===== config.mk =====
export PLATFORM = sky130hd
export DESIGN_NAME = byte_cpu_execute_unit_core
export DESIGN_NICKNAME = d
export VERILOG_FILES = /design/src/hw/rtl/bcpu_pkg.sv /design/src/hw/rtl/bcpu_regfile.sv /design/src/hw/rtl/bcpu_stack.sv /design/src/hw/rtl/bcpu_divider.sv /design/src/hw/rtl/byte_cpu_execute_unit_core.sv
export SDC_FILE = /design/constraint.sdc
export NUM_CORES = 1
export LEC_CHECK = 0
export BUFFER_PORTS_ARGS = -buffer_cell sky130_fd_sc_hd__buf_2
export CAP_MARGIN = 0
export CELL_PAD_IN_SITES_DETAIL_PLACEMENT = 1
export CELL_PAD_IN_SITES_GLOBAL_PLACEMENT = 2
export CORE_ASPECT_RATIO = 1.2
export CORE_MARGIN = 5
export CORE_UTILIZATION = 28
export CTS_CLUSTER_SIZE = 10
export DETAILED_ROUTE_END_ITERATION = 7
export PLACE_DENSITY_LB_ADDON = 0.12
export SLEW_MARGIN = 40
export SYNTH_ARGS = -nofsm -noshare
export SYNTH_HDL_FRONTEND = slang
export SYNTH_SLANG_ARGS = --single-unit
export TNS_END_PERCENT = 5

===== constraint.sdc =====
create_clock -name clock -period 8.7 [get_ports clock]
set_clock_uncertainty 0.2 [all_clocks]
set_input_delay 0 -clock clock [delete_from_list [all_inputs] [get_ports clock]]
set_output_delay 0 -clock clock [all_outputs]
set_load 0.02 [all_outputs]

===== src/hw/rtl/bcpu_pkg.sv =====
// ---------------------------------------------------------------------------
// Byte CPU execute unit package
// Shared types and constants for the execute unit, its register file,
// its stack memory and its iterative divider.
// ---------------------------------------------------------------------------
`timescale 1ns / 1ps

package bcpu_pkg;

   // Default sizes of the register file and the stack.
   localparam int NUM_REGS_DEF    = 16;
   localparam int STACK_DEPTH_DEF = 16;

   // Number of restoring-division steps for an 8-bit operand.
   localparam int DIV_STEPS = 8;

   // Instruction opcodes.
   typedef enum logic [3:0] {
      OP_NOP  = 4'd0,
      OP_MOV  = 4'd1,
      OP_LDI  = 4'd2,
      OP_ADD  = 4'd3,
      OP_SUB  = 4'd4,
      OP_MUL  = 4'd5,
      OP_DIV  = 4'd6,
      OP_MOD  = 4'd7,
      OP_JMP  = 4'd8,
      OP_JPZ  = 4'd9,
      OP_JPV  = 4'd10,
      OP_PUSH = 4'd11,
      OP_POP  = 4'd12
   } op_type;

   // Error codes reported with each result.
   typedef enum logic [2:0] {
      ERR_OK    = 3'd0,
      ERR_REG   = 3'd1,
      ERR_ADDR  = 3'd2,
      ERR_FULL  = 3'd3,
      ERR_EMPTY = 3'd4,
      ERR_DIV0  = 3'd5
   } err_type;

   // Sequencer states of the execute unit.
   typedef enum logic [1:0] {
      ST_IDLE,
      ST_EXEC,
      ST_DIVIDE
   } state_type;

   // Result of the iterative divider.
   typedef struct packed {
      logic [7:0] quotient;
      logic [7:0] remainder;
      logic       overflow;
   } div_result_type;

endpackage


===== src/hw/rtl/bcpu_regfile.sv =====
// ---------------------------------------------------------------------------
// Byte CPU register file
// Synchronous memory with two registered read ports and one write port.
// Per-entry valid bits make never-written registers read as zero.
// ---------------------------------------------------------------------------
`timescale 1ns / 1ps

module bcpu_regfile #(
   parameter int NUM_REGS = 16,
   parameter int RAW      = $clog2(NUM_REGS)
) (
   input  logic                    clock,
   input  logic                    reset,
   input  logic [RAW-1:0]          rd_addr_a,
   input  logic [RAW-1:0]          rd_addr_b,
   output logic signed [7:0]       rd_data_a,
   output logic signed [7:0]       rd_data_b,
   input  logic                    wr_en,
   input  logic [RAW-1:0]          wr_addr,
   input  logic signed [7:0]       wr_data
);
   import bcpu_pkg::*;

   logic signed [7:0]  mem [NUM_REGS];
   logic [NUM_REGS-1:0] valid_ff;
   logic signed [7:0]  data_a_ff;
   logic signed [7:0]  data_b_ff;
   logic               valid_a_ff;
   logic               valid_b_ff;

   // Memory array: one write, two registered reads.
   always_ff @(posedge clock) begin
      if (wr_en) begin
         mem[wr_addr] <= wr_data;
      end
      data_a_ff <= mem[rd_addr_a];
      data_b_ff <= mem[rd_addr_b];
   end

   // Valid bits are cleared by reset and set on the first write.
   always_ff @(posedge clock) begin
      if (reset) begin
         valid_ff   <= '0;
         valid_a_ff <= 1'b0;
         valid_b_ff <= 1'b0;
      end else begin
         if (wr_en) begin
            valid_ff[wr_addr] <= 1'b1;
         end
         valid_a_ff <= valid_ff[rd_addr_a];
         valid_b_ff <= valid_ff[rd_addr_b];
      end
   end

   // An entry that was never written reads as zero.
   assign rd_data_a = valid_a_ff ? data_a_ff : 8'sd0;
   assign rd_data_b = valid_b_ff ? data_b_ff : 8'sd0;

endmodule


===== src/hw/rtl/bcpu_stack.sv =====
// ---------------------------------------------------------------------------
// Byte CPU stack memory
// Synchronous memory holding the push-down stack entries; one write port
// and one registered read port.
// ---------------------------------------------------------------------------
`timescale 1ns / 1ps

module bcpu_stack #(
   parameter int STACK_DEPTH = 16,
   parameter int SAW         = (STACK_DEPTH > 1) ? $clog2(STACK_DEPTH) : 1
) (
   input  logic                 clock,
   input  logic                 wr_en,
   input  logic [SAW-1:0]       wr_addr,
   input  logic signed [7:0]    wr_data,
   input  logic [SAW-1:0]       rd_addr,
   output logic signed [7:0]    rd_data
);
   import bcpu_pkg::*;

   logic signed [7:0] mem [STACK_DEPTH];
   logic signed [7:0] rd_data_ff;

   // Write and registered read.
   always_ff @(posedge clock) begin
      if (wr_en) begin
         mem[wr_addr] <= wr_data;
      end
      rd_data_ff <= mem[rd_addr];
   end

   assign rd_data = rd_data_ff;

endmodule


===== src/hw/rtl/bcpu_divider.sv =====
// ---------------------------------------------------------------------------
// Byte CPU divider
// Signed 8-bit truncating divider: restoring division on the magnitudes,
// one quotient bit per cycle, then sign correction of both results.
// ---------------------------------------------------------------------------
`timescale 1ns / 1ps

module bcpu_divider (
   input  logic                     clock,
   input  logic                     reset,
   input  logic                     start,
   input  logic signed [7:0]        dividend,
   input  logic signed [7:0]        divisor,
   output bcpu_pkg::div_result_type result,
   output logic                     done
);
   import bcpu_pkg::*;

   logic       busy_ff, busy_in;
   logic       done_ff, done_in;
   logic [3:0] count_ff, count_in;
   logic [7:0] quo_ff, quo_in;
   logic [7:0] rem_ff, rem_in;
   logic [7:0] div_ff, div_in;
   logic       qneg_ff, qneg_in;
   logic       rneg_ff, rneg_in;
   logic [8:0] trial;
   logic [8:0] diff;
   logic       fits;
   logic [8:0] qmag;
   logic [8:0] qfull;

   // One restoring step: shift in the next dividend bit and try a subtract.
   always_comb begin
      trial = {rem_ff, quo_ff[7]};
      diff  = trial - {1'b0, div_ff};
      fits  = (trial >= {1'b0, div_ff});
   end

   // Next-state logic of the iteration.
   always_comb begin
      busy_in  = busy_ff;
      done_in  = done_ff;
      count_in = count_ff;
      quo_in   = quo_ff;
      rem_in   = rem_ff;
      div_in   = div_ff;
      qneg_in  = qneg_ff;
      rneg_in  = rneg_ff;
      if (start) begin
         busy_in  = 1'b1;
         done_in  = 1'b0;
         count_in = 4'(DIV_STEPS);
         quo_in   = dividend[7] ? 8'(-dividend) : dividend;
         div_in   = divisor[7] ? 8'(-divisor) : divisor;
         rem_in   = '0;
         qneg_in  = dividend[7] ^ divisor[7];
         rneg_in  = dividend[7];
      end else if (busy_ff) begin
         quo_in   = {quo_ff[6:0], fits};
         rem_in   = fits ? diff[7:0] : trial[7:0];
         count_in = count_ff - 4'd1;
         if (count_ff == 4'd1) begin
            busy_in = 1'b0;
            done_in = 1'b1;
         end
      end
   end

   always_ff @(posedge clock) begin
      if (reset) begin
         busy_ff  <= 1'b0;
         done_ff  <= 1'b0;
         count_ff <= '0;
      end else begin
         busy_ff  <= busy_in;
         done_ff  <= done_in;
         count_ff <= count_in;
      end
      quo_ff  <= quo_in;
      rem_ff  <= rem_in;
      div_ff  <= div_in;
      qneg_ff <= qneg_in;
      rneg_ff <= rneg_in;
   end

   // Sign correction; only -128 / -1 gives a positive 128 quotient.
   always_comb begin
      qmag             = {1'b0, quo_ff};
      qfull            = qneg_ff ? 9'(-qmag) : qmag;
      result.quotient  = qfull[7:0];
      result.remainder = rneg_ff ? 8'(-rem_ff) : rem_ff;
      result.overflow  = !qneg_ff && quo_ff[7];
   end

   assign done = done_ff;

   // A new division is only started while the unit is not iterating.
   a_start_idle: assert property (@(posedge clock) disable iff (reset)
      start |-> !busy_ff)
      else $error("divider started while busy");

   // Completion follows the last iteration step.
   a_done_after_busy: assert property (@(posedge clock) disable iff (reset)
      $rose(done_ff) |-> $past(busy_ff) && !busy_ff)
      else $error("divider done without iterating");

endmodule


===== src/hw/rtl/byte_cpu_execute_unit_core.sv =====
// ---------------------------------------------------------------------------
// Byte CPU execute unit
// Executes one decoded instruction per transaction against a register
// file and stack held in synchronous memories, with flags, PC and stack
// pointer in registers.
// ---------------------------------------------------------------------------
// Sequence: an accepted request enters the execute state, which commits the
//   result for all operations except div and mod; those start the divider and
//   commit from the divide state after its 8 iterations. A commit waits while
//   the output register holds an untaken result; the result is then held until
//   the consumer takes it. One transaction is handled at a time, and the unit
//   returns to idle after each commit before it accepts another request.
// Reset: synchronous; clears flags, PC, stack pointer and register valid bits.
`timescale 1ns / 1ps

module byte_cpu_execute_unit_core #(
   parameter int NUM_REGS    = bcpu_pkg::NUM_REGS_DEF,
   parameter int STACK_DEPTH = bcpu_pkg::STACK_DEPTH_DEF
) (
   input  logic              clock,
   input  logic              reset,
   input  logic              req_valid,
   output logic              req_stall,
   input  logic [3:0]        req_op,
   input  logic [7:0]        req_dest_reg,
   input  logic [7:0]        req_src_reg,
   input  logic signed [7:0] req_immediate,
   output logic              rsp_valid,
   input  logic              rsp_stall,
   output logic [2:0]        rsp_error,
   output logic signed [7:0] rsp_written_value,
   output logic              rsp_zero_flag,
   output logic              rsp_negative_flag,
   output logic              rsp_overflow_flag,
   output logic [6:0]        rsp_program_counter,
   output logic              rsp_jump_taken
);
   import bcpu_pkg::*;

   localparam int RAW = $clog2(NUM_REGS);
   localparam int SAW = (STACK_DEPTH > 1) ? $clog2(STACK_DEPTH) : 1;
   localparam int SPW = $clog2(STACK_DEPTH + 1);

   // Sequencer and architectural registers.
   state_type         state_ff, state_in;
   logic [3:0]        op_ff;
   logic [7:0]        dest_ff;
   logic [7:0]        src_ff;
   logic signed [7:0] imm_ff;
   logic              zf_ff, zf_in;
   logic              nf_ff, nf_in;
   logic              vf_ff, vf_in;
   logic [6:0]        pc_ff, pc_in;
   logic [SPW-1:0]    sp_ff, sp_in;

   // Output register.
   logic              rsp_valid_ff, rsp_valid_in;
   err_type           rsp_error_ff, err_in;
   logic signed [7:0] rsp_wval_ff, wval_in;
   logic              rsp_zf_ff;
   logic              rsp_nf_ff;
   logic              rsp_vf_ff;
   logic [6:0]        rsp_pc_ff;
   logic              rsp_taken_ff, taken_in;

   // Memory and divider connections.
   logic [RAW-1:0]    rd_addr_a;
   logic [RAW-1:0]    rd_addr_b;
   logic signed [7:0] sv;
   logic signed [7:0] dv;
   logic              rf_we;
   logic signed [7:0] rf_wdata;
   logic              st_we;
   logic [SPW-1:0]    sp_dec;
   logic signed [7:0] st_rdata;
   logic              div_start;
   logic              div_done;
   div_result_type    div_res;

   // Execute datapath signals.
   logic              accept;
   logic              out_free;
   logic              commit;
   logic              s_ok;
   logic              d_ok;
   logic signed [15:0] full;
   logic signed [7:0] res8;
   logic              ovf;

   assign accept   = req_valid && !req_stall;
   assign out_free = !rsp_valid_ff || !rsp_stall;
   assign req_stall = (state_ff != ST_IDLE);

   // Address the register file read ports from the request while idle, else from the latch.
   assign rd_addr_a = (state_ff == ST_IDLE) ? req_src_reg[RAW-1:0]  : src_ff[RAW-1:0];
   assign rd_addr_b = (state_ff == ST_IDLE) ? req_dest_reg[RAW-1:0] : dest_ff[RAW-1:0];
   assign sp_dec    = sp_ff - SPW'(1);

   bcpu_regfile #(
      .NUM_REGS (NUM_REGS),
      .RAW      (RAW)
   ) u_regfile (
      .clock     (clock),
      .reset     (reset),
      .rd_addr_a (rd_addr_a),
      .rd_addr_b (rd_addr_b),
      .rd_data_a (sv),
      .rd_data_b (dv),
      .wr_en     (rf_we),
      .wr_addr   (dest_ff[RAW-1:0]),
      .wr_data   (rf_wdata)
   );

   bcpu_stack #(
      .STACK_DEPTH (STACK_DEPTH),
      .SAW         (SAW)
   ) u_stack (
      .clock   (clock),
      .wr_en   (st_we),
      .wr_addr (sp_ff[SAW-1:0]),
      .wr_data (dv),
      .rd_addr (sp_dec[SAW-1:0]),
      .rd_data (st_rdata)
   );

   bcpu_divider u_divider (
      .clock    (clock),
      .reset    (reset),
      .start    (div_start),
      .dividend (sv),
      .divisor  (dv),
      .result   (div_res),
      .done     (div_done)
   );

   // Operand range checks and the combinational arithmetic.
   always_comb begin
      s_ok = ({1'b0, src_ff} < 9'(NUM_REGS));
      d_ok = ({1'b0, dest_ff} < 9'(NUM_REGS));
      case (op_type'(op_ff))
         OP_ADD:  full = 16'(dv) + 16'(sv);
         OP_SUB:  full = 16'(dv) - 16'(sv);
         OP_MUL:  full = dv * sv;
         default: full = '0;
      endcase
      res8 = full[7:0];
      ovf  = (full != 16'(res8));
   end

   // Sequencer: execute, optional divide, then commit into the output register.
   always_comb begin
      state_in  = state_ff;
      zf_in     = zf_ff;
      nf_in     = nf_ff;
      vf_in     = vf_ff;
      pc_in     = pc_ff;
      sp_in     = sp_ff;
      err_in    = ERR_OK;
      wval_in   = 8'sd0;
      taken_in  = 1'b0;
      rf_we     = 1'b0;
      rf_wdata  = 8'sd0;
      st_we     = 1'b0;
      div_start = 1'b0;
      commit    = 1'b0;
      unique case (state_ff)
         ST_IDLE: begin
            if (accept) begin
               state_in = ST_EXEC;
            end
         end
         ST_EXEC: begin
            commit = out_free;
            case (op_type'(op_ff))
               OP_MOV: begin
                  if (!s_ok || !d_ok) begin
                     err_in = ERR_REG;
                  end else begin
                     rf_we    = 1'b1;
                     rf_wdata = sv;
                     wval_in  = sv;
                  end
               end
               OP_LDI: begin
                  if (!d_ok) begin
                     err_in = ERR_REG;
                  end else begin
                     rf_we    = 1'b1;
                     rf_wdata = imm_ff;
                     wval_in  = imm_ff;
                  end
               end
               OP_ADD, OP_SUB, OP_MUL: begin
                  zf_in = 1'b0;
                  nf_in = 1'b0;
                  vf_in = 1'b0;
                  if (!s_ok || !d_ok) begin
                     err_in = ERR_REG;
                  end else begin
                     rf_we    = 1'b1;
                     rf_wdata = res8;
                     wval_in  = res8;
                     zf_in    = (res8 == 8'sd0);
                     nf_in    = res8[7];
                     vf_in    = ovf;
                  end
               end
               OP_DIV, OP_MOD: begin
                  zf_in = 1'b0;
                  nf_in = 1'b0;
                  vf_in = 1'b0;
                  if (!s_ok || !d_ok) begin
                     err_in = ERR_REG;
                  end else if (dv == 8'sd0) begin
                     err_in = ERR_DIV0;
                  end else begin
                     // Hand over to the divider; commit happens later.
                     commit    = 1'b0;
                     div_start = 1'b1;
                     state_in  = ST_DIVIDE;
                  end
               end
               OP_JMP, OP_JPZ, OP_JPV: begin
                  if ((op_type'(op_ff) == OP_JMP) ||
                      (op_type'(op_ff) == OP_JPZ && zf_ff) ||
                      (op_type'(op_ff) == OP_JPV && vf_ff)) begin
                     if (imm_ff[7]) begin
                        err_in = ERR_ADDR;
                     end else begin
                        pc_in    = imm_ff[6:0];
                        zf_in    = 1'b0;
                        nf_in    = 1'b0;
                        vf_in    = 1'b0;
                        taken_in = 1'b1;
                     end
                  end
               end
               OP_PUSH: begin
                  if (!d_ok) begin
                     err_in = ERR_REG;
                  end else if (sp_ff >= SPW'(STACK_DEPTH)) begin
                     err_in = ERR_FULL;
                  end else begin
                     st_we = 1'b1;
                     sp_in = sp_ff + SPW'(1);
                  end
               end
               OP_POP: begin
                  if (sp_ff == '0) begin
                     err_in = ERR_EMPTY;
                  end else begin
                     sp_in = sp_dec;
                     if (!d_ok) begin
                        err_in = ERR_REG;
                     end else begin
                        rf_we    = 1'b1;
                        rf_wdata = st_rdata;
                        wval_in  = st_rdata;
                     end
                  end
               end
               default: begin
               end
            endcase
            if (commit && !div_start) begin
               state_in = ST_IDLE;
            end
         end
         ST_DIVIDE: begin
            commit = div_done && out_free;
            wval_in = (op_type'(op_ff) == OP_MOD) ? div_res.remainder : div_res.quotient;
            zf_in   = (wval_in == 8'sd0);
            nf_in   = wval_in[7];
            vf_in   = (op_type'(op_ff) == OP_DIV) && div_res.overflow;
            rf_wdata = wval_in;
            rf_we    = commit;
            if (commit) begin
               state_in = ST_IDLE;
            end
         end
         default: begin
            state_in = ST_IDLE;
         end
      endcase
      // Architectural state only moves when the transaction commits.
      if (!commit) begin
         zf_in = zf_ff;
         nf_in = nf_ff;
         vf_in = vf_ff;
         pc_in = pc_ff;
         sp_in = sp_ff;
         rf_we = 1'b0;
         st_we = 1'b0;
      end
      rsp_valid_in = commit ? 1'b1 : (rsp_valid_ff && rsp_stall);
   end

   // Control registers.
   always_ff @(posedge clock) begin
      if (reset) begin
         state_ff     <= ST_IDLE;
         zf_ff        <= 1'b0;
         nf_ff        <= 1'b0;
         vf_ff        <= 1'b0;
         pc_ff        <= '0;
         sp_ff        <= '0;
         rsp_valid_ff <= 1'b0;
      end else begin
         state_ff     <= state_in;
         zf_ff        <= zf_in;
         nf_ff        <= nf_in;
         vf_ff        <= vf_in;
         pc_ff        <= pc_in;
         sp_ff        <= sp_in;
         rsp_valid_ff <= rsp_valid_in;
      end
   end

   // Instruction latch and result payload.
   always_ff @(posedge clock) begin
      if (accept) begin
         op_ff   <= req_op;
         dest_ff <= req_dest_reg;
         src_ff  <= req_src_reg;
         imm_ff  <= req_immediate;
      end
      if (commit) begin
         rsp_error_ff <= err_in;
         rsp_wval_ff  <= wval_in;
         rsp_zf_ff    <= zf_in;
         rsp_nf_ff    <= nf_in;
         rsp_vf_ff    <= vf_in;
         rsp_pc_ff    <= pc_in;
         rsp_taken_ff <= taken_in;
      end
   end

   assign rsp_valid           = rsp_valid_ff;
   assign rsp_error           = rsp_error_ff;
   assign rsp_written_value   = rsp_wval_ff;
   assign rsp_zero_flag       = rsp_zf_ff;
   assign rsp_negative_flag   = rsp_nf_ff;
   assign rsp_overflow_flag   = rsp_vf_ff;
   assign rsp_program_counter = rsp_pc_ff;
   assign rsp_jump_taken      = rsp_taken_ff;

   // An accepted transaction always starts with the execute cycle.
   a_accept_exec: assert property (@(posedge clock) disable iff (reset)
      accept |=> state_ff == ST_EXEC)
      else $error("accepted transaction did not enter execute");

   // The stack pointer never passes the stack depth.
   a_sp_range: assert property (@(posedge clock) disable iff (reset)
      sp_ff <= SPW'(STACK_DEPTH))
      else $error("stack pointer out of range");

   // A commit presents a result and frees the unit for the next transaction.
   a_commit_result: assert property (@(posedge clock) disable iff (reset)
      commit |=> rsp_valid_ff && state_ff == ST_IDLE)
      else $error("commit did not present a result");

   // A taken jump never reports an error.
   a_jump_ok: assert property (@(posedge clock) disable iff (reset)
      rsp_valid_ff && rsp_taken_ff |-> rsp_error_ff == ERR_OK)
      else $error("taken jump with error code");

endmodule


==> report_table.html, run 1 <==
<table>
<tr><th>Metric</th><th>Value</th></tr>
<tr><th colspan="2">Status</th></tr>
<tr><td>Result of the run</td><td>finished, final reports clean</td></tr>
<tr><th colspan="2">Yosys</th></tr>
<tr><td>Proportion of synthesized chip area in sequential cells</td><td>0.531</td></tr>
<tr><td>Count of cell types in the netlist</td><td>75</td></tr>
<tr><td>Synthesized instance count</td><td>between 1500 and 2000</td></tr>
<tr><td>Main synth FF type</td><td>edfxtp_1</td></tr>
<tr><td>Count of state elements after synthesis</td><td>between 300 and 400</td></tr>
<tr><td>Synth warnings</td><td>0</td></tr>
<tr><td>Net Count, Synth</td><td>about 1800</td></tr>
<tr><td>Xor and xnor area share after synthesis</td><td>0.0211</td></tr>
<tr><td>Simple-gate share of the synthesized area</td><td>0.0963</td></tr>
<tr><td>Share of async-settable or async-resettable flops after synthesis</td><td>0</td></tr>
<tr><td>Complex-gate fraction of the synthesized area</td><td>0.0793</td></tr>
<tr><td>Adder-cell share of the synthesized area</td><td>0.0937</td></tr>
<tr><td>Average footprint of a synthesized cell</td><td>about 13 um^2</td></tr>
<tr><td>Post-synth EDFFs</td><td>324</td></tr>
<tr><td>Multiplexer share of the synthesized area</td><td>0.142</td></tr>
<tr><td>Main combinational cell family by area after synthesis</td><td>multiplexers</td></tr>
<tr><td>Area of the mapped netlist</td><td>approximately 21000 um^2</td></tr>
<tr><th colspan="2">Timing</th></tr>
<tr><td>Setup violation total in the final timing report</td><td>0</td></tr>
<tr><td>Final clock period utilization by the worst path</td><td>0.788</td></tr>
<tr><td>Total count of hold-check failures in the final report</td><td>0</td></tr>
<tr><td>Total negative slack</td><td>0 ns</td></tr>
<tr><td>Achievable Freq</td><td>approximately 150 MHz</td></tr>
<tr><td>Setup repair after global routing missed its margin</td><td>false</td></tr>
<tr><td>Time the final worst path needs with I/O delays and setup</td><td>just under 7 ns</td></tr>
<tr><td>Worst-case headroom to the max-slew limit</td><td>0.423</td></tr>
<tr><td>Actual transition at the worst max-transition pin</td><td>between 0.8 and 0.9 ns</td></tr>
<tr><td>Max-slew violations</td><td>0</td></tr>
<tr><td>Final setup margin</td><td>roughly 1.8 ns</td></tr>
<tr><th colspan="2">Routing</th></tr>
<tr><td>Drt total wl</td><td>69400 um</td></tr>
<tr><td>Detailed Routing Iterations Pass 1</td><td>6</td></tr>
<tr><td>Routed metal-1 wire length</td><td>~29000 um</td></tr>
<tr><td>Detailed-route wire length per cell</td><td>roughly 25 um</td></tr>
<tr><td>Detailed-route via count</td><td>approximately 14000</td></tr>
<tr><td>Highest metal used</td><td>met5</td></tr>
<tr><td>Post-route antenna net violation count</td><td>0</td></tr>
<tr><td>Post-detailed-route DRC marker count</td><td>0</td></tr>
<tr><td>Detailed-routed wire length on met3</td><td>1790 um</td></tr>
<tr><td>Iteration-0 DRC count of the detailed router</td><td>~740</td></tr>
<tr><td>Via-to-Cell Ratio</td><td>just under 5</td></tr>
<tr><td>Met2 routed WL</td><td>approximately 37000 um</td></tr>
<tr><th colspan="2">Clocking</th></tr>
<tr><td>Maximum count of clock buffers along a single path</td><td>3</td></tr>
<tr><td>H-tree lvl count</td><td>2</td></tr>
<tr><td>Worst-path clk slew</td><td>roughly 0.060 ns</td></tr>
<tr><td>Root Buffer</td><td>clkbuf_16</td></tr>
<tr><td>Number of setup buffers added after CTS</td><td>0</td></tr>
<tr><td>Number of sinks on the clock net</td><td>approximately 400</td></tr>
<tr><td>TritonCTS Buffers</td><td>between 40 and 50</td></tr>
<tr><td>Quantity of hold-fixing buffers added after cts</td><td>roughly 60</td></tr>
<tr><td>Clock latency at the later pin of the worst-skew pair</td><td>0.62 ns</td></tr>
<tr><td># resized after CTS</td><td>0</td></tr>
<tr><td>Clock tree from TritonCTS</td><td>yes</td></tr>
<tr><th colspan="2">Final layout</th></tr>
<tr><td>Finished Layout Cells</td><td>2777</td></tr>
<tr><td>Layout fillers</td><td>8013</td></tr>
<tr><td>Net count, final</td><td>1887</td></tr>
<tr><td>Most frequent cells in the layout</td><td>edfxtp_1, inv_1, mux4_2</td></tr>
<tr><td>Area overhead of the layout relative to synthesis</td><td>18.6%</td></tr>
<tr><td>Core occupancy in the finished layout</td><td>0.335</td></tr>
<tr><td>Most common cell after layout, fill and taps aside</td><td>edfxtp_1</td></tr>
<tr><td>Share of final-layout standard cells stronger than drive strength 1</td><td>0.189</td></tr>
<tr><th colspan="2">Hold path</th></tr>
<tr><td>Hold path startpoint</td><td>nf_ff</td></tr>
<tr><td>Terminating pin of the worst hold path</td><td>nf_ff</td></tr>
<tr><td>Worst min-delay path category</td><td>register to register</td></tr>
<tr><td>Worst Hold Path Cells</td><td>2</td></tr>
<tr><th colspan="2">Power and ir drop</th></tr>
<tr><td>Worst vdd ir</td><td>roughly 140 uV</td></tr>
<tr><td>Static Leakage</td><td>a little under 0.009 uW</td></tr>
<tr><td>Internal Dissipation</td><td>roughly 3300 uW</td></tr>
<tr><td>Sequential share of power</td><td>0.473</td></tr>
<tr><td>Switching share of power</td><td>0.253</td></tr>
<tr><td>Net switching power</td><td>around 1100 uW</td></tr>
<tr><td>Power density cells</td><td>about 180 nW/um^2</td></tr>
<tr><td>Part of the total power dissipated in combinational logic</td><td>0.097</td></tr>
<tr><td>Part of the power in the clock network</td><td>0.430</td></tr>
<tr><th colspan="2">Global route</th></tr>
<tr><td>Global router's overall resource usage</td><td>0.170</td></tr>
<tr><td>First-pass GRT wire length</td><td>just over 100000 um</td></tr>
<tr><td>Antenna violations before repair</td><td>1</td></tr>
<tr><td>Via count of the first global-routing pass</td><td>~15000</td></tr>
<tr><td>Overall overflow remaining after global route</td><td>0</td></tr>
<tr><td>Largest net degree at the start of global routing</td><td>43</td></tr>
<tr><th colspan="2">Job</th></tr>
<tr><td>Max-capacitance violation count</td><td>0</td></tr>
<tr><th colspan="2">Setup path</th></tr>
<tr><td>Delay-heaviest family, CP</td><td>adder cells</td></tr>
<tr><td>Standard cell with the maximum stage delay on the critical path</td><td>dfxtp_1</td></tr>
<tr><td>Worst Setup Path Type</td><td>register to register</td></tr>
<tr><td>Number of cells on the worst reg-to-reg path</td><td>18</td></tr>
<tr><td>Arrival @ worst endpoint</td><td>around 7.0 ns</td></tr>
<tr><td>Worst stage delay on the critical path</td><td>between 0.6 and 0.7 ns</td></tr>
<tr><td>Crit end category</td><td>register</td></tr>
<tr><td>Biggest fanout along the worst timing path</td><td>20</td></tr>
<tr><td>Register-to-Register Setup Slack</td><td>around 1.8 ns</td></tr>
<tr><td>Data required time of the worst path</td><td>between 8 and 9 ns</td></tr>
<tr><td>Startpoint class of the critical path</td><td>register</td></tr>
<tr><td>Buffers &amp; Inverters on Critical Path</td><td>3</td></tr>
<tr><td>RR Endpoint</td><td>rsp_overflow_flag</td></tr>
<tr><td>Most Frequent Cell on Critical Path</td><td>fa_1</td></tr>
<tr><td>Startpoint of the lowest-slack register-to-register path</td><td>u_regfile.valid_b_ff</td></tr>
<tr><td>Cell-by-cell listing of the critical path</td><td>nand2_1 -&gt; inv_1 -&gt; ha_1 -&gt; inv_1 -&gt; fa_1 -&gt; fa_1 -&gt; fa_1 -&gt; fa_1 -&gt; inv_1 -&gt; ha_1 -&gt; a21o_1 -&gt; a31oi_1 -&gt; a21oi_1 -&gt; o211ai_1 -&gt; a21oi_1 -&gt; or3_1 -&gt; o31ai_1 -&gt; nand3_1</td></tr>
<tr><th colspan="2">Placed design</th></tr>
<tr><td>Final RePlAce weighted congestion</td><td>slightly above 0.8</td></tr>
<tr><td>Detailed Place HPWL</td><td>between 40000 and 50000 um</td></tr>
<tr><td>DP Worst Slack</td><td>roughly 1.8 ns</td></tr>
<tr><td>Cell Count Post-Placement</td><td>2627</td></tr>
<tr><td>PortBufs</td><td>55</td></tr>
<tr><th colspan="2">Die</th></tr>
<tr><td>Core Region</td><td>74900 um^2</td></tr>
<tr><td>Number of top-level pins</td><td>56</td></tr>
<tr><td>DIE AREA</td><td>between 80000 and 90000 um^2</td></tr>
<tr><td>Die extent in x</td><td>261 um</td></tr>
<tr><td>Number of placement rows</td><td>110</td></tr>
<tr><td>Initial core utilization</td><td>0.282</td></tr>
<tr><td>Die height</td><td>roughly 310 um</td></tr>
</table>
==> registers in the layout, indices dropped and copies added, names as in the netlist, 3 cells and up <==
register and flops:
op_ff 4, u_regfile.data_a_ff 8, u_regfile.valid_ff 16, src_ff 8, u_divider.count_ff 4, pc_ff 7
u_divider.quo_ff 8, sp_ff 5, u_regfile.mem 128, rsp_error 3, u_divider.rem_ff 8, imm_ff 8
rsp_written_value 8, u_stack.rd_data 8, u_divider.div_ff 8, dest_ff 8, u_stack.mem 128, rsp_program_counter 7
u_regfile.data_b_ff 8
==> layout make-up <==
type | count | area [um^2] | share of cell area
Clock inverter | 7 | 98.8 | 0.00395
Multi-Input combinational cell | 1006 | 9420 | 0.376
Antenna cell | 1 | 2.50 | 0.0000999
Inverter | 130 | 488 | 0.0195
Timing Repair Buffer | 147 | 1180 | 0.0470
Tap cell | 1008 | 1260 | 0.0503
Clock buffer | 80 | 1390 | 0.0556
Sequential cell | 398 | 11200 | 0.448
==> cells in the mapped netlist (18+ instances only) <==
cell,n,area share
edfxtp_1,324,0.46
inv_1,129,0.023
nor2_1,122,0.022
mux4_2,112,0.12
nand2_1,110,0.020
a21oi_1,79,0.019
dfxtp_1,74,0.070
ha_1,67,0.040
fa_1,57,0.054
o21ai_0,51,0.012
clkbuf_1,50,0.0089
nor2b_1,43,0.013
xnor2_1,40,0.017
mux2i_1,33,0.016
nor3_1,29,0.0069
a211oi_1,24,0.0085
nand3_1,18,0.0043
==> per-stage QoR <==
stage | cell area [um^2] | total power, uW | hold WS (ns)
after global placement | 22700 | 2560 | -0.0219
final | 25100 | 4470 | 0.265
after detailed placement | 22900 | 2570 | -0.0211
after floorplan | 21100 | 2400 | -0.128
after CTS | 25000 | 4540 | 0.264
after global routing | 25100 | 4650 | 0.285
==> power by group through the flow <==
stage | logic (uW) | clock network [uW] | registers (uW)
after floorplan | 270 | 0 | 2130
after global routing | 474 | 2060 | 2120
after detailed placement | 417 | 0 | 2160
after CTS | 440 | 1980 | 2120
final | 433 | 1920 | 2110
after global placement | 407 | 0 | 2160
==> cells by family (layout without fill, tap and decap cells) <==
family,count (synthesis),in the layout
other,0,1
AO/OA/AOI/OAI,255,255
flip-flops,398,398
multiplexers,158,158
buffers and inverters,198,364
AND/OR/NAND/NOR,418,418
adder cells (fa/ha/maj),124,124
XOR/XNOR,51,51
==> how the worst max path moves through the flow <==
stage | from | to | slack (ns) | cells past startpoint
4_1_cts | u_regfile.valid_b_ff | rsp_overflow_flag | 1.83 | 18
6_report | u_regfile.valid_b_ff | rsp_overflow_flag | 1.85 | 18
3_5_place_dp | u_regfile.valid_b_ff | rsp_overflow_flag | 1.83 | 18
3_3_place_gp | u_regfile.valid_b_ff | rsp_overflow_flag | 2.03 | 17
2_1_floorplan | u_regfile.valid_b_ff | rsp_overflow_flag | 2.74 | 20
5_1_grt | u_regfile.valid_b_ff | rsp_overflow_flag | 1.36 | 16
==> per-layer routing <==
metal | track usage | up-vias
met5 | 0 | -
met1 | 0.209 | 7151
met2 | 0.312 | 190
li1 | - | 6241
met4 | 0.0478 | 2
met3 | 0.0211 | 101
==> worst register-to-register path, delay by kind of cell (launching register included) <==
family | cells | cell delay (ns)
AOI/OAI and AO/OA | 6 | 1.48
DFF | 1 | 0.64
adders and majority gates | 6 | 2.84
buffers and inverters | 3 | 0.71
and+or+nand+nor | 3 | 0.78
Note: power is estimated with default switching activity, not from simulation.
==> run 2: changes to the inputs <==
- clock period: 8.7 -> 6.4 ns (I/O delays scaled with it)
==> run 2 against run 1 <==
Worst setup slack got worse by 1.5 ns. Utilization rose by 0.20 points. Final cell count rose by 0.97%. Clock power rose by 34%. Hold slack improved by 0.019 ns. Critical endpoint unchanged. Largest power group unchanged.
==> report_table.html, run 2 (synthesized netlist as in run 1, its figures left out) <==
<table>
<tr><th>Metric</th><th>Value</th></tr>
<tr><th colspan="2">Setup path</th></tr>
<tr><td>Buffers &amp; Inverters on Critical Path</td><td>1</td></tr>
<tr><td>Standard cell with the maximum stage delay on the critical path</td><td>fa_1</td></tr>
<tr><td>Worst stage delay on the critical path</td><td>0.54 ns</td></tr>
<tr><td>Arrival @ worst endpoint</td><td>approximately 6 ns</td></tr>
<tr><td>Critical path depth</td><td>16</td></tr>
<tr><td>Startpoint class of the critical path</td><td>register</td></tr>
<tr><td>Worst Setup Path Type</td><td>register to register</td></tr>
<tr><td>Number of cells on the worst reg-to-reg path</td><td>16</td></tr>
<tr><td>Most Frequent Cell on Critical Path</td><td>fa_1</td></tr>
<tr><td>Crit end category</td><td>register</td></tr>
<tr><td>Cell-by-cell listing of the critical path</td><td>and2_1 -&gt; nand2_1 -&gt; fa_1 -&gt; fa_1 -&gt; fa_1 -&gt; fa_1 -&gt; inv_1 -&gt; ha_1 -&gt; a21o_1 -&gt; a31oi_1 -&gt; a21oi_1 -&gt; o211ai_1 -&gt; a21oi_1 -&gt; or3_1 -&gt; o31ai_1 -&gt; nand3_1</td></tr>
<tr><td>Data required time of the worst path</td><td>between 6 and 7 ns</td></tr>
<tr><td>Register-to-Register Setup Slack</td><td>0.39 ns</td></tr>
<tr><td>Delay-heaviest family, CP</td><td>adder cells</td></tr>
<tr><td>Biggest fanout along the worst timing path</td><td>14</td></tr>
<tr><th colspan="2">Routing</th></tr>
<tr><td>Post-route antenna net violation count</td><td>0</td></tr>
<tr><td>Via-to-Cell Ratio</td><td>4.83</td></tr>
<tr><td>Detailed-route via count</td><td>approximately 14000</td></tr>
<tr><td>Drt total wl</td><td>69300 um</td></tr>
<tr><td>Detailed Routing Iterations Pass 1</td><td>7</td></tr>
<tr><td>Iteration-0 DRC count of the detailed router</td><td>slightly below 800</td></tr>
<tr><td>Detailed-route wire length per cell</td><td>24.7 um</td></tr>
<tr><td>Post-detailed-route DRC marker count</td><td>0</td></tr>
<tr><th colspan="2">Placed design</th></tr>
<tr><td>Final RePlAce weighted congestion</td><td>around 0.8</td></tr>
<tr><td>DP Worst Slack</td><td>0.148 ns</td></tr>
<tr><td>PortBufs</td><td>55</td></tr>
<tr><td>Detailed Place HPWL</td><td>approximately 50000 um</td></tr>
<tr><th colspan="2">Die</th></tr>
<tr><td>Die height</td><td>around 310 um</td></tr>
<tr><td>Initial core utilization</td><td>0.282</td></tr>
<tr><td>DIE AREA</td><td>between 80000 and 90000 um^2</td></tr>
<tr><td>Core Region</td><td>74900 um^2</td></tr>
<tr><td>Number of placement rows</td><td>110</td></tr>
<tr><td>Die extent in x</td><td>roughly 260 um</td></tr>
<tr><td>Number of top-level pins</td><td>56</td></tr>
<tr><th colspan="2">Power and ir drop</th></tr>
<tr><td>Power density cells</td><td>240 nW/um^2</td></tr>
<tr><td>Sequential share of power</td><td>0.476</td></tr>
<tr><td>Part of the power in the clock network</td><td>0.425</td></tr>
<tr><td>Internal Dissipation</td><td>~4500 uW</td></tr>
<tr><td>Worst vdd ir</td><td>just under 200 uV</td></tr>
<tr><td>Switching share of power</td><td>0.251</td></tr>
<tr><td>Net switching power</td><td>about 1500 uW</td></tr>
<tr><td>Static Leakage</td><td>approximately 0.009 uW</td></tr>
<tr><td>Part of the total power dissipated in combinational logic</td><td>0.099</td></tr>
<tr><th colspan="2">Timing</th></tr>
<tr><td>Setup repair after global routing missed its margin</td><td>false</td></tr>
<tr><td>Max-slew violations</td><td>0</td></tr>
<tr><td>Actual transition at the worst max-transition pin</td><td>about 0.90 ns</td></tr>
<tr><td>Final setup margin</td><td>0.390 ns</td></tr>
<tr><td>Total negative slack</td><td>0 ns</td></tr>
<tr><td>Achievable Freq</td><td>roughly 170 MHz</td></tr>
<tr><td>Worst hold slack</td><td>around 0.28 ns</td></tr>
<tr><td>Total count of hold-check failures in the final report</td><td>0</td></tr>
<tr><td>Final clock period utilization by the worst path</td><td>0.939</td></tr>
<tr><td>Worst-case headroom to the max-slew limit</td><td>0.400</td></tr>
<tr><td>Time the final worst path needs with I/O delays and setup</td><td>around 6.0 ns</td></tr>
<tr><td>Setup violation total in the final timing report</td><td>0</td></tr>
<tr><th colspan="2">Clocking</th></tr>
<tr><td>Clock latency at the later pin of the worst-skew pair</td><td>roughly 0.61 ns</td></tr>
<tr><td>Worst-path clk slew</td><td>roughly 0.06 ns</td></tr>
<tr><td>Number of sinks on the clock net</td><td>between 300 and 400</td></tr>
<tr><td>Root Buffer</td><td>clkbuf_16</td></tr>
<tr><td>Maximum count of clock buffers along a single path</td><td>3</td></tr>
<tr><td>TritonCTS Buffers</td><td>48</td></tr>
<tr><td>Number of setup buffers added after CTS</td><td>0</td></tr>
<tr><td>H-tree lvl count</td><td>2</td></tr>
<tr><td>Clock tree from TritonCTS</td><td>yes</td></tr>
<tr><th colspan="2">Final layout</th></tr>
<tr><td>Area overhead of the layout relative to synthesis</td><td>19.3%</td></tr>
<tr><td>Area of the multi-input gates</td><td>~9400 um^2</td></tr>
<tr><td>Sequential cell area</td><td>11200 um^2</td></tr>
<tr><td>Registers with the highest flip-flop counts</td><td>u_regfile.mem (128), u_stack.mem (128), u_regfile.valid_ff (16)</td></tr>
<tr><td>Most frequent cells in the layout</td><td>edfxtp_1, inv_1, mux4_2</td></tr>
<tr><td>Most common cell after layout, fill and taps aside</td><td>edfxtp_1</td></tr>
<tr><td>Net count, final</td><td>between 1500 and 2000</td></tr>
<tr><td>Layout fillers</td><td>between 7000 and 8000</td></tr>
<tr><td>Share of final-layout standard cells stronger than drive strength 1</td><td>0.198</td></tr>
<tr><th colspan="2">Global route</th></tr>
<tr><td>Overall overflow remaining after global route</td><td>0</td></tr>
<tr><td>First-pass GRT wire length</td><td>102000 um</td></tr>
<tr><td>Antenna violations before repair</td><td>2</td></tr>
<tr><td>Global router's overall resource usage</td><td>0.169</td></tr>
<tr><td>Via count of the first global-routing pass</td><td>15200</td></tr>
<tr><td>Largest net degree at the start of global routing</td><td>43</td></tr>
<tr><th colspan="2">Status</th></tr>
<tr><td>Result of the run</td><td>finished, final reports clean</td></tr>
<tr><th colspan="2">Hold path</th></tr>
<tr><td>Worst Hold Path Cells</td><td>2</td></tr>
<tr><td>Worst min-delay path category</td><td>register to register</td></tr>
<tr><th colspan="2">Job</th></tr>
<tr><td>Max-capacitance violation count</td><td>0</td></tr>
</table>
==> run 2: path summary, 6_finish.rpt <==
check	start	to
max	u_regfile.valid_a_ff	rsp_overflow_flag
min	nf_ff	nf_ff
max reg2reg	u_regfile.valid_a_ff	rsp_overflow_flag
min reg2reg	nf_ff	nf_ff
==> run 2: repair_timing <==
item | CTS | global route
resized for setup | 0 | 2
setup endpoints to repair | 0 | 2
hold buffers | 61 | 0
hold endpoints to repair | 105 | 0
==> run 2: final cells by class <==
cell class / count / share of cell area
well taps: 1008 / 0.0500
flip-flops and latches: 398 / 0.445
clock inverters: 8 / 0.00487
clock buffers: 81 / 0.0530
diodes: 1 / 0.0000993
multi-input cells: 1006 / 0.374
inverters: 130 / 0.0194
repair buffers: 172 / 0.0532
==> run 2: power by group through the flow <==
stage	sequential [uW]	combinational (uW)	clock, uW
after CTS	2880	613	2660
after floorplan	2900	367	0
after detailed placement	2930	581	0
after global placement	2930	569	0
after global routing	2880	652	2770
final	2870	600	2570
==> run 2: metal layers <==
layer	global-route usage	wire, um	vias up
met5	0	0	-
met4	0.0447	1780	0
met3	0.0200	1710	78
met2	0.314	37200	193
met1	0.207	28700	6971
li1	-	-	6294
==> run 2: worst register-to-register path, stage by stage (launching register included) <==
cell and delay, ns:
dfxtp_2 0.46, and2_1 0.54, nand2_1 0.16, fa_1 0.54
fa_1 0.53, fa_1 0.52, fa_1 0.54, inv_1 0.04
ha_1 0.35, a21o_1 0.24, a31oi_1 0.35, a21oi_1 0.18
o211ai_1 0.23, a21oi_1 0.11, or3_1 0.39, o31ai_1 0.30
nand3_1 0.12
==> run 2: through the flow <==
stage	power, uW	utilization	std cells	cell area [um^2]
6_report	6040	0.337	2804	25200
5_1_grt	6300	0.337	2803	25200
4_1_cts	6150	0.336	2802	25200
3_5_place_dp	3510	0.308	2652	23100
3_3_place_gp	3500	0.306	2648	22900
2_1_floorplan	3260	-	1602	21100
==> run 3: changes to the inputs <==
- CTS_CLUSTER_SIZE: 10 -> unset
- HOLD_SLACK_MARGIN: unset -> 0.02
- SETUP_SLACK_MARGIN: unset -> 0.5
==> run 3 against run 2 <==
Global-route usage is 0.33 points higher. Sequential power hardly changed. Via count is 1.3% higher. Critical path type unchanged.
==> report_table.html, run 3 (synthesized netlist as in run 1, its figures left out) <==
<table>
<tr><th>Metric</th><th>Value</th></tr>
<tr><th colspan="2">Timing</th></tr>
<tr><td>Total negative slack</td><td>0 ns</td></tr>
<tr><td>Setup violation total in the final timing report</td><td>0</td></tr>
<tr><td>Worst-case headroom to the max-slew limit</td><td>0.450</td></tr>
<tr><td>Actual transition at the worst max-transition pin</td><td>0.826 ns</td></tr>
<tr><td>Final clock period utilization by the worst path</td><td>0.877</td></tr>
<tr><td>Max-slew violations</td><td>0</td></tr>
<tr><td>Time the final worst path needs with I/O delays and setup</td><td>between 5 and 6 ns</td></tr>
<tr><td>Total count of hold-check failures in the final report</td><td>0</td></tr>
<tr><td>Achievable Freq</td><td>about 180 MHz</td></tr>
<tr><td>Setup repair after global routing missed its margin</td><td>true</td></tr>
<tr><th colspan="2">Die</th></tr>
<tr><td>Core Region</td><td>74900 um^2</td></tr>
<tr><td>Initial core utilization</td><td>0.282</td></tr>
<tr><td>Number of placement rows</td><td>between 100 and 150</td></tr>
<tr><td>DIE AREA</td><td>just over 80000 um^2</td></tr>
<tr><td>Die extent in x</td><td>between 200 and 300 um</td></tr>
<tr><td>Die height</td><td>roughly 310 um</td></tr>
<tr><td>Number of top-level pins</td><td>between 50 and 60</td></tr>
<tr><th colspan="2">Global route</th></tr>
<tr><td>Via count of the first global-routing pass</td><td>between 15000 and 20000</td></tr>
<tr><td>Global router's overall resource usage</td><td>0.173</td></tr>
<tr><td>Overall overflow remaining after global route</td><td>0</td></tr>
<tr><td>First-pass GRT wire length</td><td>between 100000 and 150000 um</td></tr>
<tr><td>Largest net degree at the start of global routing</td><td>43</td></tr>
<tr><td>Antenna violations before repair</td><td>3</td></tr>
<tr><th colspan="2">Final layout</th></tr>
<tr><td>Area overhead of the layout relative to synthesis</td><td>19.7%</td></tr>
<tr><td>Share of final-layout standard cells stronger than drive strength 1</td><td>0.218</td></tr>
<tr><td>Layout fillers</td><td>7978</td></tr>
<tr><td>Net count, final</td><td>between 1500 and 2000</td></tr>
<tr><td>Most frequent cells in the layout</td><td>edfxtp_1, inv_1, mux4_2</td></tr>
<tr><td>Registers with the highest flip-flop counts</td><td>u_regfile.mem (128), u_stack.mem (128), u_regfile.valid_ff (16)</td></tr>
<tr><td>Most common cell after layout, fill and taps aside</td><td>edfxtp_1</td></tr>
<tr><td>Finished Layout Cells</td><td>roughly 2800</td></tr>
<tr><th colspan="2">Routing</th></tr>
<tr><td>Iteration-0 DRC count of the detailed router</td><td>between 800 and 900</td></tr>
<tr><td>Post-detailed-route DRC marker count</td><td>0</td></tr>
<tr><td>Via-to-Cell Ratio</td><td>4.91</td></tr>
<tr><td>Detailed-route via count</td><td>~14000</td></tr>
<tr><td>Detailed Routing Iterations Pass 1</td><td>5</td></tr>
<tr><td>Drt total wl</td><td>~70000 um</td></tr>
<tr><td>Post-route antenna net violation count</td><td>0</td></tr>
<tr><td>Detailed-route wire length per cell</td><td>around 25 um</td></tr>
<tr><th colspan="2">Hold path</th></tr>
<tr><td>Worst Hold Path Cells</td><td>2</td></tr>
<tr><td>Terminating pin of the worst hold path</td><td>nf_ff</td></tr>
<tr><td>Worst min-delay path category</td><td>register to register</td></tr>
<tr><td>Hold path startpoint</td><td>nf_ff</td></tr>
<tr><th colspan="2">Setup path</th></tr>
<tr><td>Cell-by-cell listing of the critical path</td><td>buf_4 -&gt; and2_1 -&gt; inv_1 -&gt; buf_4 -&gt; nor2_1 -&gt; fa_1 -&gt; fa_1 -&gt; inv_1 -&gt; fa_1 -&gt; fa_1 -&gt; inv_1 -&gt; ha_1 -&gt; a21o_1 -&gt; or4_1 -&gt; nor2_1 -&gt; o21ai_1 -&gt; xor2_1 -&gt; or3_1 -&gt; o31ai_2 -&gt; nand3_1</td></tr>
<tr><td>Data required time of the worst path</td><td>between 6 and 7 ns</td></tr>
<tr><td>Most Frequent Cell on Critical Path</td><td>fa_1</td></tr>
<tr><td>Number of cells on the worst reg-to-reg path</td><td>20</td></tr>
<tr><td>Standard cell with the maximum stage delay on the critical path</td><td>fa_1</td></tr>
<tr><td>Startpoint of the lowest-slack register-to-register path</td><td>u_regfile.valid_a_ff</td></tr>
<tr><td>Crit end category</td><td>register</td></tr>
<tr><td>Arrival @ worst endpoint</td><td>approximately 5.8 ns</td></tr>
<tr><td>Biggest fanout along the worst timing path</td><td>9</td></tr>
<tr><td>Startpoint class of the critical path</td><td>register</td></tr>
<tr><td>RR Endpoint</td><td>rsp_overflow_flag</td></tr>
<tr><td>Worst Setup Path Type</td><td>register to register</td></tr>
<tr><td>Worst stage delay on the critical path</td><td>approximately 0.55 ns</td></tr>
<tr><td>Register-to-Register Setup Slack</td><td>about 0.79 ns</td></tr>
<tr><th colspan="2">Power and ir drop</th></tr>
<tr><td>Worst vdd ir</td><td>a little over 200 uV</td></tr>
<tr><td>Static Leakage</td><td>approximately 0.009 uW</td></tr>
<tr><td>Power density cells</td><td>about 240 nW/um^2</td></tr>
<tr><th colspan="2">Clocking</th></tr>
<tr><td>H-tree lvl count</td><td>2</td></tr>
<tr><td>Number of sinks on the clock net</td><td>398</td></tr>
<tr><td>Root Buffer</td><td>clkbuf_16</td></tr>
<tr><td>Clock latency at the later pin of the worst-skew pair</td><td>0.61 ns</td></tr>
<tr><td>Maximum count of clock buffers along a single path</td><td>3</td></tr>
<tr><td>Worst-path clk slew</td><td>~0.06 ns</td></tr>
<tr><td>TritonCTS Buffers</td><td>45</td></tr>
<tr><td>Number of setup buffers added after CTS</td><td>0</td></tr>
<tr><td>Clock tree from TritonCTS</td><td>yes</td></tr>
<tr><th colspan="2">Placed design</th></tr>
<tr><td>Detailed Place HPWL</td><td>between 50000 and 60000 um</td></tr>
<tr><td>PortBufs</td><td>55</td></tr>
<tr><td>Final RePlAce weighted congestion</td><td>approximately 0.8</td></tr>
<tr><td>Cell Count Post-Placement</td><td>roughly 2600</td></tr>
<tr><th colspan="2">Job</th></tr>
<tr><td>Max-capacitance violation count</td><td>0</td></tr>
<tr><th colspan="2">Status</th></tr>
<tr><td>Result of the run</td><td>finished, final reports clean</td></tr>
</table>
==> run 3: cell count changes in the layout (fill, tap and decap cells not counted), sizes merged <==
cell and delta:
clkinvlp +2, clkbuf -20, clkinv +12, bufinv +1, buf -3, inv -1
==> run 3: layout make-up <==
cell class	count	area (um^2)	share of cell area
Tap cell	1008	1260	0.0499
Sequential cell	398	11200	0.444
Multi-Input combinational cell	1006	9560	0.378
Inverter	130	493	0.0195
Clock inverter	22	219	0.00866
Antenna cell	1	2.50	0.0000989
Clock buffer	61	1190	0.0469
Timing Repair Buffer	169	1350	0.0532
==> run 3: per-stage QoR <==
stage                     worst slack [ns]   util  hold slack (ns)  instance area (um^2)  total power (uW)
after floorplan                      0.561      -           -0.128                 21100              3260
after global placement               0.369  0.306          -0.0223                 22900              3500
after detailed placement             0.300  0.309          -0.0213                 23100              3510
after CTS                            0.500  0.336            0.279                 25200              6080
after global routing                 0.499  0.338            0.316                 25300              6250
final                                0.788  0.338            0.277                 25300              5990
==> run 3: how the worst max path moves through the flow <==
stage	end	slack, ns	from	cells past startpoint
global placement	rsp_overflow_flag	0.37	u_regfile.valid_b_ff	20
finish	rsp_overflow_flag	0.79	u_regfile.valid_a_ff	20
detailed placement	rsp_overflow_flag	0.30	u_regfile.valid_a_ff	17
global route	u_regfile.mem[8][7]	0.50	u_regfile.data_b_ff[2]	22
CTS	rsp_overflow_flag	0.50	u_regfile.data_b_ff[3]	19
floorplan	rsp_overflow_flag	0.56	u_regfile.valid_b_ff	20
==> run 3: timing repair <==
| item | CTS | global route |
|---|---|---|
| pin swaps | 0 | 1 |
| endpoints found under the setup margin | 2 | 19 |
| gates resized for setup | 9 | 36 |
| cloned | 0 | 0 |
| hold endpoints to repair | 107 | 0 |
| hold buffers | 61 | 0 |
==> run 3: worst max-delay path, delay by kind of cell, from the launching register on <==
| kind | cells | cell delay, ns |
|---|---|---|
| adders and majority gates | 5 | 2.26 |
| and+or+nand+nor | 6 | 1.17 |
| xor gates and xnor gates | 1 | 0.18 |
| DFF | 1 | 0.37 |
| buffers and inverters | 5 | 0.57 |
| AOI/OAI and AO/OA | 3 | 0.62 |
==> run 3: power by group <==
part | leakage [uW] | switching (uW) | internal [uW]
Sequential | 0.00391 | 59.2 | 2820
Combinational | 0.00436 | 367 | 243
Clock | 0.000672 | 1110 | 1400
Total | 0.00894 | 1540 | 4460
==> run 3: layer usage <==
metal / wire length, um / GRT usage
met4: 1920 / 0.0474
met3: 1780 / 0.0207
met2: 37800 / 0.323
met1: 28400 / 0.208
met5: 13 / 0
